`config.mk`:
```
export PLATFORM = sky130hd
export DESIGN_NAME = magnetometer_poll_calibrate_sequencer_top
export DESIGN_NICKNAME = d
export VERILOG_FILES = /design/src/rtl/mpcs_pkg.sv /design/src/rtl/mpcs_dp.sv /design/src/rtl/mpcs_ctrl.sv /design/src/rtl/magnetometer_poll_calibrate_sequencer_top.sv
export VERILOG_INCLUDE_DIRS = /design/src /design/src/rtl
export SDC_FILE = /design/constraint.sdc
export NUM_CORES = 1
export LEC_CHECK = 0
export BUFFER_PORTS_ARGS = -buffer_cell sky130_fd_sc_hd__buf_2
export CELL_PAD_IN_SITES_DETAIL_PLACEMENT = 1
export CELL_PAD_IN_SITES_GLOBAL_PLACEMENT = 2
export CORE_MARGIN = 5
export CORE_UTILIZATION = 37
export CTS_CLUSTER_DIAMETER = 80
export CTS_CLUSTER_SIZE = 14
export DETAILED_ROUTE_END_ITERATION = 10
export GPL_ROUTABILITY_DRIVEN = 0
export PLACE_DENSITY = 0.85
export SLEW_MARGIN = 25
export SYNTH_ARGS = -nofsm -noshare
export SYNTH_HDL_FRONTEND = slang
export SYNTH_SLANG_ARGS = --single-unit
```
`constraint.sdc`:
```
create_clock -name clk -period 9.2 [get_ports clk]
set_clock_uncertainty 0.15 [all_clocks]
set_input_delay 1.38 -clock clk [delete_from_list [all_inputs] [get_ports clk]]
set_output_delay 1.38 -clock clk [all_outputs]
set_load 0.01 [all_outputs]
```
`src/rtl/assert_macros.svh`:
```
// Assertion helpers for the RTL. Each check is clocked on clk and is
// switched off while arst_n is low.
`ifndef ASSERT_MACROS_SVH
`define ASSERT_MACROS_SVH

// Property that must hold at every clock edge.
`define MPCS_ASSERT(label, prop, msg) \
	label: assert property (@(posedge clk) disable iff (!arst_n) (prop)) else $error(msg);

// Consequent that must hold in the cycle after the antecedent.
`define MPCS_ASSERT_NEXT(label, ante, cons, msg) \
	label: assert property (@(posedge clk) disable iff (!arst_n) (ante) |=> (cons)) else $error(msg);

`endif

```
`src/rtl/mpcs_pkg.sv`:
```
package mpcs_pkg;

	// Configuration port geometry.
	localparam int CFG_IDX_W  = 3;
	localparam int CFG_DATA_W = 31;

	// Configuration register indexes.
	localparam logic [CFG_IDX_W-1:0] CFG_OFFSET_X       = 3'd0;
	localparam logic [CFG_IDX_W-1:0] CFG_OFFSET_Y       = 3'd1;
	localparam logic [CFG_IDX_W-1:0] CFG_OFFSET_Z       = 3'd2;
	localparam logic [CFG_IDX_W-1:0] CFG_FIELD_LIMIT    = 3'd3;
	localparam logic [CFG_IDX_W-1:0] CFG_CALIB_FLOOR    = 3'd4;
	localparam logic [CFG_IDX_W-1:0] CFG_GAIN_NUMERATOR = 3'd5;
	localparam logic [CFG_IDX_W-1:0] CFG_DEFAULT_GAIN   = 3'd6;
	localparam logic [CFG_IDX_W-1:0] CFG_AXIS_LAYOUT    = 3'd7;

	// Register reset values.
	localparam logic [14:0] FIELD_LIMIT_RST    = 15'd1000;
	localparam logic [14:0] CALIB_FLOOR_RST    = 15'd100;
	localparam logic [30:0] GAIN_NUMERATOR_RST = 31'd11468800;
	localparam logic [15:0] DEFAULT_GAIN_RST   = 16'd16384;
	localparam logic [8:0]  AXIS_LAYOUT_RST    = 9'd36;
	localparam logic [15:0] GAIN_RST           = 16'd16384;
	localparam logic [15:0] GAIN_SAT           = 16'hFFFF;

	// Request codes.
	localparam logic [1:0] REQ_TICK  = 2'd0;
	localparam logic [1:0] REQ_READ  = 2'd1;
	localparam logic [1:0] REQ_NACK  = 2'd2;
	localparam logic [1:0] REQ_FAULT = 2'd3;

	// Action codes.
	localparam logic [3:0] ACT_NONE        = 4'd0;
	localparam logic [3:0] ACT_WR_RESET    = 4'd1;
	localparam logic [3:0] ACT_WR_SELFTEST = 4'd2;
	localparam logic [3:0] ACT_WR_CONT     = 4'd3;
	localparam logic [3:0] ACT_START_READ  = 4'd4;
	localparam logic [3:0] ACT_FIELD       = 4'd5;
	localparam logic [3:0] ACT_GAINS       = 4'd6;
	localparam logic [3:0] ACT_RESTART     = 4'd7;
	localparam logic [3:0] ACT_BUS_REINIT  = 4'd8;

	// Bring-up steps.
	localparam logic [2:0] STEP_START    = 3'd0;
	localparam logic [2:0] STEP_RESET    = 3'd2;
	localparam logic [2:0] STEP_SELFTEST = 3'd4;
	localparam logic [2:0] STEP_CAL      = 3'd5;
	localparam logic [2:0] STEP_CONT     = 3'd6;
	localparam logic [2:0] STEP_DATA     = 3'd7;
	localparam logic [1:0] PAUSE_TICKS   = 2'd2;

	// Axis numbering; an axis selector of AXIS_NONE reads as zero.
	localparam logic [1:0] AXIS_FIRST = 2'd0;
	localparam logic [1:0] AXIS_LAST  = 2'd2;
	localparam logic [1:0] AXIS_NONE  = 2'd3;

	// Quotient bits produced by the serial divider.
	localparam int          DIV_BITS    = 16;
	localparam logic [3:0]  DIV_CNT_TOP = 4'(DIV_BITS - 1);

	typedef struct packed {
		logic [1:0]          req_type;
		logic signed [15:0]  raw_first;
		logic signed [15:0]  raw_second;
		logic signed [15:0]  raw_third;
	} mpcs_in_t;

	typedef struct packed {
		logic [3:0]          action;
		logic signed [15:0]  field_x;
		logic signed [15:0]  field_y;
		logic signed [15:0]  field_z;
		logic [15:0]         gain_word_first;
		logic [15:0]         gain_word_second;
		logic [15:0]         gain_word_third;
	} mpcs_out_t;

	// Controller to datapath.
	typedef struct packed {
		logic        load;
		logic        div_start;
		logic        mul;
		logic        fld;
		logic        clr_fld;
		logic        push;
		logic [1:0]  axis;
		logic [3:0]  act;
	} mpcs_cmd_t;

	// Datapath to controller.
	typedef struct packed {
		logic div_done;
		logic ok;
	} mpcs_sts_t;

endpackage

```
`src/rtl/mpcs_dp.sv`:
```
module mpcs_dp
	import mpcs_pkg::*;
(
	input  logic                   clk,
	input  logic                   arst_n,
	input  mpcs_in_t               in_data,
	input  logic                   cfg_wr_en,
	input  logic [CFG_IDX_W-1:0]   cfg_index,
	input  logic [CFG_DATA_W-1:0]  cfg_data,
	input  mpcs_cmd_t              cmd,
	output mpcs_sts_t              sts,
	output mpcs_out_t              out_data
);

	// Configuration registers.
	logic [15:0] off_q [3];
	logic [14:0] lim_q;
	logic [14:0] floor_q;
	logic [30:0] num_q;
	logic [15:0] dflt_q;
	logic [8:0]  lay_q;

	always_ff @(posedge clk or negedge arst_n) begin
		if (!arst_n) begin
			off_q[0] <= '0;
			off_q[1] <= '0;
			off_q[2] <= '0;
			lim_q    <= FIELD_LIMIT_RST;
			floor_q  <= CALIB_FLOOR_RST;
			num_q    <= GAIN_NUMERATOR_RST;
			dflt_q   <= DEFAULT_GAIN_RST;
			lay_q    <= AXIS_LAYOUT_RST;
		end else if (cfg_wr_en) begin
			case (cfg_index)
				CFG_OFFSET_X:       off_q[0] <= cfg_data[15:0];
				CFG_OFFSET_Y:       off_q[1] <= cfg_data[15:0];
				CFG_OFFSET_Z:       off_q[2] <= cfg_data[15:0];
				CFG_FIELD_LIMIT:    lim_q    <= cfg_data[14:0];
				CFG_CALIB_FLOOR:    floor_q  <= cfg_data[14:0];
				CFG_GAIN_NUMERATOR: num_q    <= cfg_data[30:0];
				CFG_DEFAULT_GAIN:   dflt_q   <= cfg_data[15:0];
				CFG_AXIS_LAYOUT:    lay_q    <= cfg_data[8:0];
				default: ;
			endcase
		end
	end

	// Latched sensor words.
	logic signed [15:0] raw_q [3];

	always_ff @(posedge clk) begin
		if (cmd.load) begin
			raw_q[0] <= in_data.raw_first;
			raw_q[1] <= in_data.raw_second;
			raw_q[2] <= in_data.raw_third;
		end
	end

	logic [15:0] gains_q [3];

	// Per-axis layout fields.
	logic [1:0] sel_w;
	logic       neg_w;
	logic [15:0] off_rd;

	always_comb begin
		case (cmd.axis)
			2'd0: begin
				sel_w  = lay_q[1:0];
				neg_w  = lay_q[6];
				off_rd = off_q[0];
			end
			2'd1: begin
				sel_w  = lay_q[3:2];
				neg_w  = lay_q[7];
				off_rd = off_q[1];
			end
			default: begin
				sel_w  = lay_q[5:4];
				neg_w  = lay_q[8];
				off_rd = off_q[2];
			end
		endcase
	end

	// One shared read port into the sensor words and gains.
	logic [1:0]         rd_idx;
	logic signed [15:0] raw_rd;
	logic [15:0]        gain_rd;

	assign rd_idx = cmd.mul ? sel_w : cmd.axis;

	always_comb begin
		case (rd_idx)
			2'd0: begin
				raw_rd  = raw_q[0];
				gain_rd = gains_q[0];
			end
			2'd1: begin
				raw_rd  = raw_q[1];
				gain_rd = gains_q[1];
			end
			2'd2: begin
				raw_rd  = raw_q[2];
				gain_rd = gains_q[2];
			end
			default: begin
				raw_rd  = '0;
				gain_rd = gains_q[0];
			end
		endcase
	end

	// Calibration word checks.
	logic d_good;
	logic d_sat;

	assign d_good = ($signed({raw_rd[15], raw_rd}) > $signed({2'b00, floor_q}))
		&& ($signed({raw_rd[15], raw_rd}) < $signed({2'b00, lim_q}));
	assign d_sat  = num_q >= {raw_rd[14:0], 16'h0000};

	// Restoring divider, one quotient bit per cycle.
	logic        div_busy_q;
	logic        div_done_q;
	logic [3:0]  div_cnt_q;
	logic [14:0] div_d_q;
	logic [14:0] div_rem_q;
	logic [15:0] div_quo_q;
	logic [1:0]  div_axis_q;
	logic [15:0] trial;
	logic [15:0] diff;
	logic        ge;

	assign trial = {div_rem_q, div_quo_q[15]};
	assign diff  = trial - {1'b0, div_d_q};
	assign ge    = trial >= {1'b0, div_d_q};

	always_ff @(posedge clk) begin
		if (cmd.div_start) begin
			div_d_q    <= raw_rd[14:0];
			div_rem_q  <= num_q[30:16];
			div_quo_q  <= num_q[15:0];
			div_axis_q <= cmd.axis;
		end else if (div_busy_q) begin
			div_rem_q <= ge ? diff[14:0] : trial[14:0];
			div_quo_q <= {div_quo_q[14:0], ge};
		end
	end

	// Field computation.
	logic signed [32:0] prod_w;
	logic signed [31:0] prod_q;
	logic [15:0]        scaled;
	logic [15:0]        signed_v;
	logic [15:0]        fld_w;
	logic [16:0]        mag_w;
	logic               fld_bad;

	assign prod_w   = raw_rd * $signed({1'b0, gain_rd});
	assign scaled   = prod_q[29:14];
	assign signed_v = neg_w ? (16'h0000 - scaled) : scaled;
	assign fld_w    = signed_v - {off_rd[15], off_rd[15:1]};
	assign mag_w    = fld_w[15] ? (17'h00000 - {fld_w[15], fld_w}) : {1'b0, fld_w};
	assign fld_bad  = mag_w >= {2'b00, lim_q};

	always_ff @(posedge clk) begin
		if (cmd.mul) begin
			prod_q <= prod_w[31:0];
		end
	end

	// Gains, divider control and the pass flag.
	logic ok_q;

	always_ff @(posedge clk or negedge arst_n) begin
		if (!arst_n) begin
			gains_q[0] <= GAIN_RST;
			gains_q[1] <= GAIN_RST;
			gains_q[2] <= GAIN_RST;
			div_busy_q <= 1'b0;
			div_done_q <= 1'b0;
			div_cnt_q  <= '0;
			ok_q       <= 1'b1;
		end else begin
			div_done_q <= 1'b0;
			if (cmd.load) begin
				ok_q <= 1'b1;
			end
			if (cmd.div_start) begin
				if (!d_good) begin
					gains_q[cmd.axis] <= dflt_q;
					ok_q              <= 1'b0;
					div_done_q        <= 1'b1;
				end else if (d_sat) begin
					gains_q[cmd.axis] <= GAIN_SAT;
					div_done_q        <= 1'b1;
				end else begin
					div_busy_q <= 1'b1;
					div_cnt_q  <= DIV_CNT_TOP;
				end
			end else if (div_busy_q) begin
				div_cnt_q <= div_cnt_q - 4'd1;
				if (div_cnt_q == '0) begin
					gains_q[div_axis_q] <= {div_quo_q[14:0], ge};
					div_busy_q          <= 1'b0;
					div_done_q          <= 1'b1;
				end
			end
			if (cmd.fld && fld_bad) begin
				ok_q <= 1'b0;
			end
		end
	end

	// Field results.
	logic [15:0] fld_q [3];

	always_ff @(posedge clk) begin
		if (cmd.load || cmd.clr_fld) begin
			fld_q[0] <= '0;
			fld_q[1] <= '0;
			fld_q[2] <= '0;
		end else if (cmd.fld) begin
			fld_q[cmd.axis] <= fld_w;
		end
	end

	assign sts.div_done = div_done_q;
	assign sts.ok       = ok_q;

	// Output register.
	mpcs_out_t out_q;

	always_ff @(posedge clk) begin
		if (cmd.push) begin
			out_q.action           <= cmd.act;
			out_q.field_x          <= fld_q[0];
			out_q.field_y          <= fld_q[1];
			out_q.field_z          <= fld_q[2];
			out_q.gain_word_first  <= gains_q[0];
			out_q.gain_word_second <= gains_q[1];
			out_q.gain_word_third  <= gains_q[2];
		end
	end

	assign out_data = out_q;

endmodule

```
`src/rtl/mpcs_ctrl.sv`:
```
`include "assert_macros.svh"

module mpcs_ctrl
	import mpcs_pkg::*;
(
	input  logic       clk,
	input  logic       arst_n,
	input  logic       in_valid,
	output logic       in_ready,
	input  logic [1:0] req_type,
	output logic       out_valid,
	input  logic       out_ready,
	output mpcs_cmd_t  cmd,
	input  mpcs_sts_t  sts
);

	typedef enum logic [8:0] {
		S_IDLE   = 9'b000000001,
		S_DISP   = 9'b000000010,
		S_CSTART = 9'b000000100,
		S_CWAIT  = 9'b000001000,
		S_CEND   = 9'b000010000,
		S_MUL    = 9'b000100000,
		S_FLD    = 9'b001000000,
		S_DEND   = 9'b010000000,
		S_PUSH   = 9'b100000000
	} state_t;

	state_t     state_q, state_d;
	logic [2:0] step_q, step_d, step_inc;
	logic [1:0] pause_q, pause_d;
	logic [1:0] req_q;
	logic [1:0] axis_q, axis_d;
	logic [3:0] act_q, act_d;
	logic       out_valid_q, out_valid_d;

	assign step_inc = (step_q == STEP_DATA) ? STEP_DATA : (step_q + 3'd1);

	always_comb begin
		state_d     = state_q;
		step_d      = step_q;
		pause_d     = pause_q;
		axis_d      = axis_q;
		act_d       = act_q;
		out_valid_d = out_valid_q;
		cmd         = '0;
		cmd.axis    = axis_q;
		cmd.act     = act_q;
		if (out_valid_q && out_ready) begin
			out_valid_d = 1'b0;
		end
		case (state_q)
			S_IDLE: begin
				if (in_valid) begin
					cmd.load = 1'b1;
					state_d  = S_DISP;
				end
			end
			S_DISP: begin
				axis_d  = AXIS_FIRST;
				state_d = S_PUSH;
				act_d   = ACT_NONE;
				case (req_q)
					REQ_FAULT: begin
						step_d = STEP_START;
						act_d  = ACT_BUS_REINIT;
					end
					REQ_NACK: begin
						step_d = STEP_START;
						act_d  = ACT_RESTART;
					end
					REQ_TICK: begin
						if (pause_q != '0) begin
							pause_d = pause_q - 2'd1;
						end else begin
							step_d = step_inc;
							case (step_inc)
								STEP_RESET: act_d = ACT_WR_RESET;
								STEP_SELFTEST: begin
									act_d   = ACT_WR_SELFTEST;
									pause_d = PAUSE_TICKS;
								end
								STEP_CONT: act_d = ACT_WR_CONT;
								default:   act_d = ACT_START_READ;
							endcase
						end
					end
					default: begin
						if (step_q == STEP_CAL) begin
							state_d = S_CSTART;
						end else if (step_q == STEP_DATA) begin
							state_d = S_MUL;
						end
					end
				endcase
			end
			S_CSTART: begin
				cmd.div_start = 1'b1;
				state_d       = S_CWAIT;
			end
			S_CWAIT: begin
				if (sts.div_done) begin
					if (axis_q == AXIS_LAST) begin
						state_d = S_CEND;
					end else begin
						axis_d  = axis_q + 2'd1;
						state_d = S_CSTART;
					end
				end
			end
			S_CEND: begin
				if (sts.ok) begin
					act_d = ACT_GAINS;
				end else begin
					act_d  = ACT_RESTART;
					step_d = STEP_START;
				end
				state_d = S_PUSH;
			end
			S_MUL: begin
				cmd.mul = 1'b1;
				state_d = S_FLD;
			end
			S_FLD: begin
				cmd.fld = 1'b1;
				if (axis_q == AXIS_LAST) begin
					state_d = S_DEND;
				end else begin
					axis_d  = axis_q + 2'd1;
					state_d = S_MUL;
				end
			end
			S_DEND: begin
				if (sts.ok) begin
					act_d = ACT_FIELD;
				end else begin
					act_d       = ACT_RESTART;
					step_d      = STEP_START;
					cmd.clr_fld = 1'b1;
				end
				state_d = S_PUSH;
			end
			S_PUSH: begin
				if (!out_valid_q || out_ready) begin
					cmd.push    = 1'b1;
					out_valid_d = 1'b1;
					state_d     = S_IDLE;
				end
			end
			default: state_d = S_IDLE;
		endcase
	end

	always_ff @(posedge clk or negedge arst_n) begin
		if (!arst_n) begin
			state_q     <= S_IDLE;
			step_q      <= STEP_START;
			pause_q     <= '0;
			axis_q      <= AXIS_FIRST;
			act_q       <= ACT_NONE;
			out_valid_q <= 1'b0;
		end else begin
			state_q     <= state_d;
			step_q      <= step_d;
			pause_q     <= pause_d;
			axis_q      <= axis_d;
			act_q       <= act_d;
			out_valid_q <= out_valid_d;
		end
	end

	always_ff @(posedge clk) begin
		if (cmd.load) begin
			req_q <= req_type;
		end
	end

	assign in_ready  = (state_q == S_IDLE);
	assign out_valid = out_valid_q;

	`MPCS_ASSERT(a_restart_step, cmd.push && (act_q == ACT_RESTART || act_q == ACT_BUS_REINIT) |-> step_q == STEP_START, "restart result issued with nonzero step")
	`MPCS_ASSERT(a_field_ok, cmd.push && act_q == ACT_FIELD |-> sts.ok, "field result issued after a failed range check")
	`MPCS_ASSERT(a_div_done_wait, sts.div_done |-> state_q == S_CWAIT, "divider finished outside the calibration wait")
	`MPCS_ASSERT_NEXT(a_push_stall, state_q == S_PUSH && out_valid_q && !out_ready, state_q == S_PUSH, "result left the push state while the output was full")

endmodule

```
`src/rtl/magnetometer_poll_calibrate_sequencer_top.sv`:
```
// Bring-up and polling sequencer for a three-axis magnetometer. Each input item is
// a request: a tick, a completed read carrying three raw sensor words, a NACK or a bus
// fault, and each request yields exactly one result item with an action code, the
// scaled field (non-zero only with a valid field report) and the three current gains.
// Ticks walk a saturating step counter through flush read, reset, flush read,
// self-test (followed by a two-tick pause), calibration read, continuous mode and then
// repeated data reads; a NACK, a bus fault or an out-of-range reading sends the
// sequence back to its start. The block handles one item at a time. A data read uses
// one shared 16x17 multiplier, which serves the three axes in turn. For a calibration
// read the restoring divider produces one quotient bit per cycle for each of the three
// gains in turn (a word that is out of range or whose gain saturates skips the
// division). A new item is taken in the cycle after its predecessor's result has
// entered the output register, so a result waiting on a stalled consumer does not hold
// up the next request. Configuration writes are taken at any time through the plain
// write port, but should only be issued while the block is idle.
module magnetometer_poll_calibrate_sequencer_top
	import mpcs_pkg::*;
(
	input  logic                   clk,
	input  logic                   arst_n,
	input  logic                   in_valid,
	output logic                   in_ready,
	input  mpcs_in_t               in_data,
	output logic                   out_valid,
	input  logic                   out_ready,
	output mpcs_out_t              out_data,
	input  logic                   cfg_wr_en,
	input  logic [CFG_IDX_W-1:0]   cfg_index,
	input  logic [CFG_DATA_W-1:0]  cfg_data
);

	// Command and status between the sequencing controller and the datapath.
	mpcs_cmd_t cmd;
	mpcs_sts_t sts;

	// The controller owns the step counter, the self-test pause and the handshakes.
	mpcs_ctrl u_ctrl (
		.clk       (clk),
		.arst_n    (arst_n),
		.in_valid  (in_valid),
		.in_ready  (in_ready),
		.req_type  (in_data.req_type),
		.out_valid (out_valid),
		.out_ready (out_ready),
		.cmd       (cmd),
		.sts       (sts)
	);

	// The datapath holds the configuration, the gains, the divider, the multiplier
	// and the output register.
	mpcs_dp u_dp (
		.clk       (clk),
		.arst_n    (arst_n),
		.in_data   (in_data),
		.cfg_wr_en (cfg_wr_en),
		.cfg_index (cfg_index),
		.cfg_data  (cfg_data),
		.cmd       (cmd),
		.sts       (sts),
		.out_data  (out_data)
	);

endmodule

```
* Yosys cells after proc, flatten, opt, wreduce, memory -nomap -nowiden
Memory sizes are Yosys's and may differ from the RTL's. A register that Yosys moved wholly into a read port is not among the register bits. Index checks and enable logic that the tools add are counted.
Storage, ports and cells: bits in registers 342, RAM bits 96, input port bits 89, output and inout port bits 102, memories kept 2
Cells by class: add/subtract/negate cells 8, multiply operators 1, $lt $le $gt $ge 9, eq/ne operators 36, muxes and demuxes 89, bitwise operators 3, reduce and logical (&&, ||, !) cells 39
Memory list:
- u_dp.fld_q | words 3, width 16, read ports 3, clocked after Yosys merged registers in 3, wr ports 3, line mpcs_dp.sv:216 | logic [15:0] fld_q [3];
- u_dp.raw_q | words 3, width 16, read ports 3, clocked after Yosys merged registers in 0, wr ports 3, line mpcs_dp.sv:49 | logic signed [15:0] raw_q [3];
Operators by type and width (number):
- 48-bit two-way mux | 5
- 48-bit bitwise mux | 2
- 16-bit two-way mux | 6
- 9-bit case mux with 8 select lines | 1
- 16-bit demux with 2-bit select | 2
- 16-bit case mux with 2 select lines | 2
- 9-bit two-way mux | 6
- 48-bit bitwise OR | 1
- 16-bit case mux with 3 select lines | 1
- 15-bit two-way mux | 3
- 1-bit two-way mux | 35
- 31-bit greater-or-equal comparator | 1
- 16-bit by 17-bit multiplier with 30-bit output | 1
- 3-bit == test, second input constant | 8
- 4-bit case mux with 3 select lines | 2
- 4-bit two-way mux | 5
- 2-bit AND reduction | 10
- 17-bit by 15-bit greater-or-equal comparator with 1-bit output | 1
- 17-bit two-way mux | 1
- 1-bit by 16-bit subtractor with 17-bit output, first input constant | 1
- 16-bit by 15-bit greater-or-equal comparator with 1-bit output | 1
- 16-bit > comparator | 1
- 16-bit < comparator | 1
- 16-bit OR reduction | 1
- other kinds (48) | 87

* Logic depth before layout (Yosys ltp)
word-level depth 10, mapped depth 39, gate-level depth less buffers 34

* Modules after synthesis
Synthesis repeated with hierarchy kept, for this count alone.
Second synthesis, totals: cells, all modules 2863, area, all modules 30448.0 um^2
Modules (own cells, without submodules):
- mpcs_dp | times used 1, cells an instance 2711, area each 29037.8 um^2, seq. area each 12489.5 um^2
- mpcs_ctrl | times used 1, cells an instance 152, area each 1410.1 um^2, seq. area each 586.8 um^2

* Worst setup path after synthesis
OpenSTA, ideal clock, no wires.
kind register to register, start point reg u_ctrl.state_q[7], end point reg u_dp.prod_q[26], data pin, arrival time 9043 ps, required time 8788 ps, slack -255 ps, cell stages (with the launch flop) 34, path buffers 4, period minus slack after synthesis 9455 ps, cells stage by stage dfrtp_1 buf_2 or2_2 nor4_2 nand4b_1 nand2_1 o21ai_0 inv_1 ha_1 clkbuf_1 buf_1 nand2_1 a31o_2 inv_1 clkbuf_1 nand2_1 fa_1 fa_1 fa_1 fa_1 inv_1 fa_1 inv_1 fa_1 inv_1 ha_1 a2111o_1 o211a_1 a2111oi_0 a21o_1 o21ai_0 a211oi_1 o21bai_1 xor2_1
Between the ends: cells in the longest elaborated chain, start to end 6, elaborated cells on any way between the ends 9
RTL lines:
- from (decl) | line mpcs_ctrl.sv:29 | state_t state_q, state_d;
- from (signal assigned) | line mpcs_ctrl.sv:163 | state_q <= state_d;
- 9-bit by 6-bit == test with 1-bit output (*) | line mpcs_ctrl.sv:52 | case (state_q)
- 1-bit two-way mux (*) | line mpcs_ctrl.sv:52
- 2-bit two-way mux (*) | line mpcs_dp.sv:91 | assign rd_idx = cmd.mul ? sel_w : cmd.axis;
- 2-bit == test (tied with other cells) | line mpcs_dp.sv:94 | case (rd_idx)
- 16-bit case mux with 3 select lines (*) | line mpcs_dp.sv:94
- named net u_dp.raw_rd[2] | line mpcs_dp.sv:88 | logic signed [15:0] raw_rd;
- 16-bit by 17-bit multiplier with 30-bit output (*) | line mpcs_dp.sv:159 | assign prod_w = raw_rd * $signed({1'b0, gain_rd});
- named net u_dp.prod_w[26] | line mpcs_dp.sv:151 | logic signed [32:0] prod_w;
- to (signal assigned) | line mpcs_dp.sv:168 | prod_q <= prod_w[31:0];
- to (decl) | line mpcs_dp.sv:152 | logic signed [31:0] prod_q;
The timed path passes the listed nets; every way through them passes the cells marked *. A chain may end at the register's enable or synchronous reset.

* Final worst setup path
start point reg u_ctrl.state_q[4], end point reg u_dp.prod_q[22], data pin
Between the ends: cells in the longest elaborated chain, start to end 6, elaborated cells on any way between the ends 9
RTL lines (line):
- 9-bit by 6-bit == test with 1-bit output (*) | mpcs_ctrl.sv:52
- 1-bit two-way mux (*) | mpcs_ctrl.sv:52
- 2-bit two-way mux (*) | mpcs_dp.sv:91
- 2-bit == test (tied with other cells) | mpcs_dp.sv:94
- 16-bit case mux with 3 select lines / 16-bit case mux with 2 select lines (equally long branches) | mpcs_dp.sv:94
- 16-bit by 17-bit multiplier with 30-bit output (*) | mpcs_dp.sv:159
- named net u_dp.prod_w[22] | mpcs_dp.sv:151
Marked as above.

==> flow_summary.json <==
{
  "status": "finished clean",
  "worstSetupEndpointType": "flip-flop",
  "clk_path_buf_depth": 3,
  "power_leakage_uw": 0.0154,
  "std_cell_rows": 104,
  "synth_area_um2": 30200,
  "cts_root_buf": "clkbuf_16",
  "grt_max_degree": 94,
  "fin_setup_tns_ps": 0,
  "r2r_start": "u_ctrl.state_q[4]",
  "hold_class": "flip-flop to flip-flop",
  "cp_num_buf_inv": 9,
  "drive_above_1_share_pct": 18.8,
  "reg2regPathDepth": 33,
  "via_per_inst": 5.43,
  "worstReg2RegEnd": "u_dp.prod_q[22]",
  "overflow": 0,
  "netlist_instances": 2820,
  "die_height_um": 296,
  "layout_common_cells": "377 x nand2_1, 338 x inv_1, 262 x edfxtp_1",
  "pin_count": 191,
  "worstPathRequired_ps": 9370,
  "drc": 0,
  "rrSetupSlack_ps": 310,
  "via_count": 22725,
  "crit_family": "adder cells",
  "io_buffers": 190,
  "area_delta_synth_final_pct": 14.4,
  "critPathMaxFanout": 9,
  "cp_slowest_cell": "fa_1",
  "min_to": "out_data[62]",
  "start_util_pct": 37.4,
  "grt_pass1_wl_um": 153000,
  "tightest_slew_ps": 1020,
  "nets": 3579,
  "wirelength_um": 99700,
  "min_period_over_period_pct": 96.6,
  "hold_start": "u_dp.fld_q[2][14]",
  "powerDensity_nw_per_um2": 185,
  "synth_nets": 3309,
  "slew_viol_final": 0,
  "seq_area_frac_synth_pct": 43.3,
  "track_usage_pct": 22.8,
  "htreeDepth": 2,
  "cpMostUsedCell": "fa_1",
  "cts.sinks": 469,
  "hold_buffers": 0,
  "fmax_ghz": 0.113,
  "synth-edff-count": 262,
  "synth-seq-cells": 469,
  "cp.arrival_ps": 9060,
  "clk_latency_ps": 580,
  "async_reset_ff_share_pct": 44.1,
  "final_common_cell": "nand2_1",
  "synth_cell_types": 76,
  "ant_nets": 0,
  "peakVddDrop_v": 0.000117,
  "syn_area_per_cell_um2": 10.7,
  "cts_tree": "built",
  "finalCriticalPeriod_ps": 8890,
  "critPathLaunchType": "flip-flop",
  "hpwl_um": 78300,
  "first_global_vias": 24666,
  "maxSlewHeadroom_pct": 32.0,
  "drtIter0Drc": 1706,
  "cap_viol_max_count": 0,
  "setup_viol": 0,
  "synth_ff_type": "edfxtp_1",
  "fin_hold_ws_ps": 268,
  "design.core.area_um2": 80700,
  "rsz0062_at_grt": "no",
  "cts_buffers": 41,
  "die_w_um": 296,
  "yosysWarnings": 0,
  "antenna_found_initial": 3,
  "worstSetupPathType": "flip-flop to flip-flop",
  "whs_path_depth": 0,
  "clk_pin_slew_ps": 70,
  "drt_pass1_iterations": 5,
  "wl_per_cell_um": 23.8,
  "hold_violations": 0,
  "die_area_um2": 87400,
  "critPathMaxStageDelay_ps": 590
}
==> synth_stat cells, types with 5 or more instances <==
cell type | n | area, um2
nor4_1 | 10 | 62.6
mux2_4 | 10 | 150
dfstp_2 | 23 | 604
nand2b_1 | 19 | 119
o21a_1 | 30 | 225
o31ai_1 | 28 | 210
buf_1 | 11 | 41.3
nor3_1 | 26 | 130
a21oi_1 | 81 | 405
a211oi_1 | 9 | 67.6
xor2_1 | 26 | 228
edfxtp_1 | 262 | 7870
o21ai_1 | 11 | 55.1
and2_1 | 8 | 50.1
nor2b_1 | 25 | 156
dfrtp_1 | 184 | 4600
o211ai_1 | 6 | 45.0
mux2i_1 | 7 | 70.1
a22oi_1 | 16 | 120
clkbuf_1 | 85 | 319
nor2_1 | 256 | 961
a2111oi_0 | 5 | 43.8
mux2_2 | 124 | 1400
and3_1 | 6 | 37.5
or4_1 | 5 | 37.5
or3_1 | 7 | 43.8
nand4_1 | 14 | 87.6
a31oi_1 | 13 | 81.3
xnor2_1 | 45 | 394
inv_1 | 338 | 1270
nor3b_1 | 29 | 218
nand3_1 | 20 | 100
o2111ai_1 | 5 | 43.8
nand2_1 | 377 | 1420
buf_2 | 8 | 40.0
a31o_2 | 13 | 114
nand4b_1 | 11 | 96.3
o21ai_0 | 142 | 711
fa_1 | 195 | 3900
ha_1 | 205 | 2560
or2_2 | 5 | 31.3
a22o_1 | 32 | 280
a21o_1 | 28 | 210
==> flip-flops by register name, summed over array words and instances, names as in the netlist, 3 cells and up <==
name	count
u_dp.out_data	52
u_dp.dflt_q	16
u_ctrl.act_q	4
u_ctrl.state_q	9
u_dp.lay_q	9
u_dp.div_rem_q	15
u_dp.gains_q	48
u_dp.raw_q	48
u_dp.div_d_q	15
u_dp.floor_q	15
u_dp.prod_q	16
out_data	48
u_dp.off_q	45
u_dp.num_q	31
u_dp.div_cnt_q	4
u_dp.fld_q	48
u_dp.lim_q	15
u_dp.div_quo_q	16
u_ctrl.step_q	3
==> metrics by stage <==
step / setup WS, ps / utilization, % / total power [uW] / area [um2] / std cells
after floorplan: 62.0 / - / 3950 / 30200 / 2820
after global placement: 340 / 41.2 / 4590 / 33200 / 4106
after detailed placement: 64.2 / 41.2 / 4720 / 33200 / 4106
after CTS: 73.1 / 42.7 / 6420 / 34500 / 4182
after global routing: 2.66 / 42.8 / 6750 / 34500 / 4183
final: 312 / 42.8 / 6400 / 34500 / 4185
==> per-layer routing <==
metal | wire length, um | up-vias | track usage (%)
li1 | - | 10093 | -
met1 | 40900 | 11784 | 29.7
met2 | 49400 | 674 | 39.3
met3 | 6330 | 170 | 3.91
met4 | 3020 | 4 | 6.45
met5 | 27 | - | 0
==> worst reg2reg max path, delay by kind of cell, from the launching register on <==
family | cells | cell delay, ps
xor+xnor | 1 | 100
fa+ha+maj | 8 | 3690
buf+inv | 9 | 1120
compound gates | 9 | 2060
flops | 1 | 380
simple gates | 6 | 1150
==> layout make-up <==
class	count	area, um2
Tap cell	1060	1330
Inverter	339	1270
Sequential cell	469	13100
Fill cell	8980	46100
Antenna cell	2	5.00
Multi-Input combinational cell	1903	15500
Clock buffer	71	1190
Clock inverter	5	48.8
Timing Repair Buffer	336	2110
==> how the worst max path moves through the flow <==
stage                      start               to  slack [ps]  depth (start not counted)
2_1_floorplan   u_ctrl.axis_q[0]  u_dp.prod_q[26]          60                         34
3_3_place_gp   u_ctrl.state_q[4]  u_dp.prod_q[26]         340                         31
3_5_place_dp   u_ctrl.state_q[4]  u_dp.prod_q[26]          60                         31
4_1_cts        u_ctrl.state_q[4]  u_dp.prod_q[26]          70                         30
5_1_grt        u_ctrl.state_q[4]  u_dp.prod_q[22]           3                         33
6_report       u_ctrl.state_q[4]  u_dp.prod_q[22]         310                         33
==> report_power, final <==
part | total [uW] | leakage [uW] | internal, uW | switching (uW)
sequential | 2720 | 0.00502 | 2560 | 162
clock | 1690 | 0.000597 | 889 | 802
combinational | 1990 | 0.00978 | 742 | 1240
==> cell families after synthesis <==
logic type / synth area share [%]
adder cells (fa/ha/maj): 21.4
buffers and inverters: 5.72
multiplexers: 5.36
AO/OA/AOI/OAI: 9.99
XOR/XNOR: 2.06
flip-flops: 43.3
AND/OR/NAND/NOR: 12.1
==> repair_timing <==
action	CTS	global route
gates cloned	0	0
endpoints found under the hold margin	0	0
pin swaps	0	1
setup buffers	0	1
endpoints found under the setup margin	1	12
gates resized for setup	1	11
Note: power is estimated with default switching activity, not from simulation.
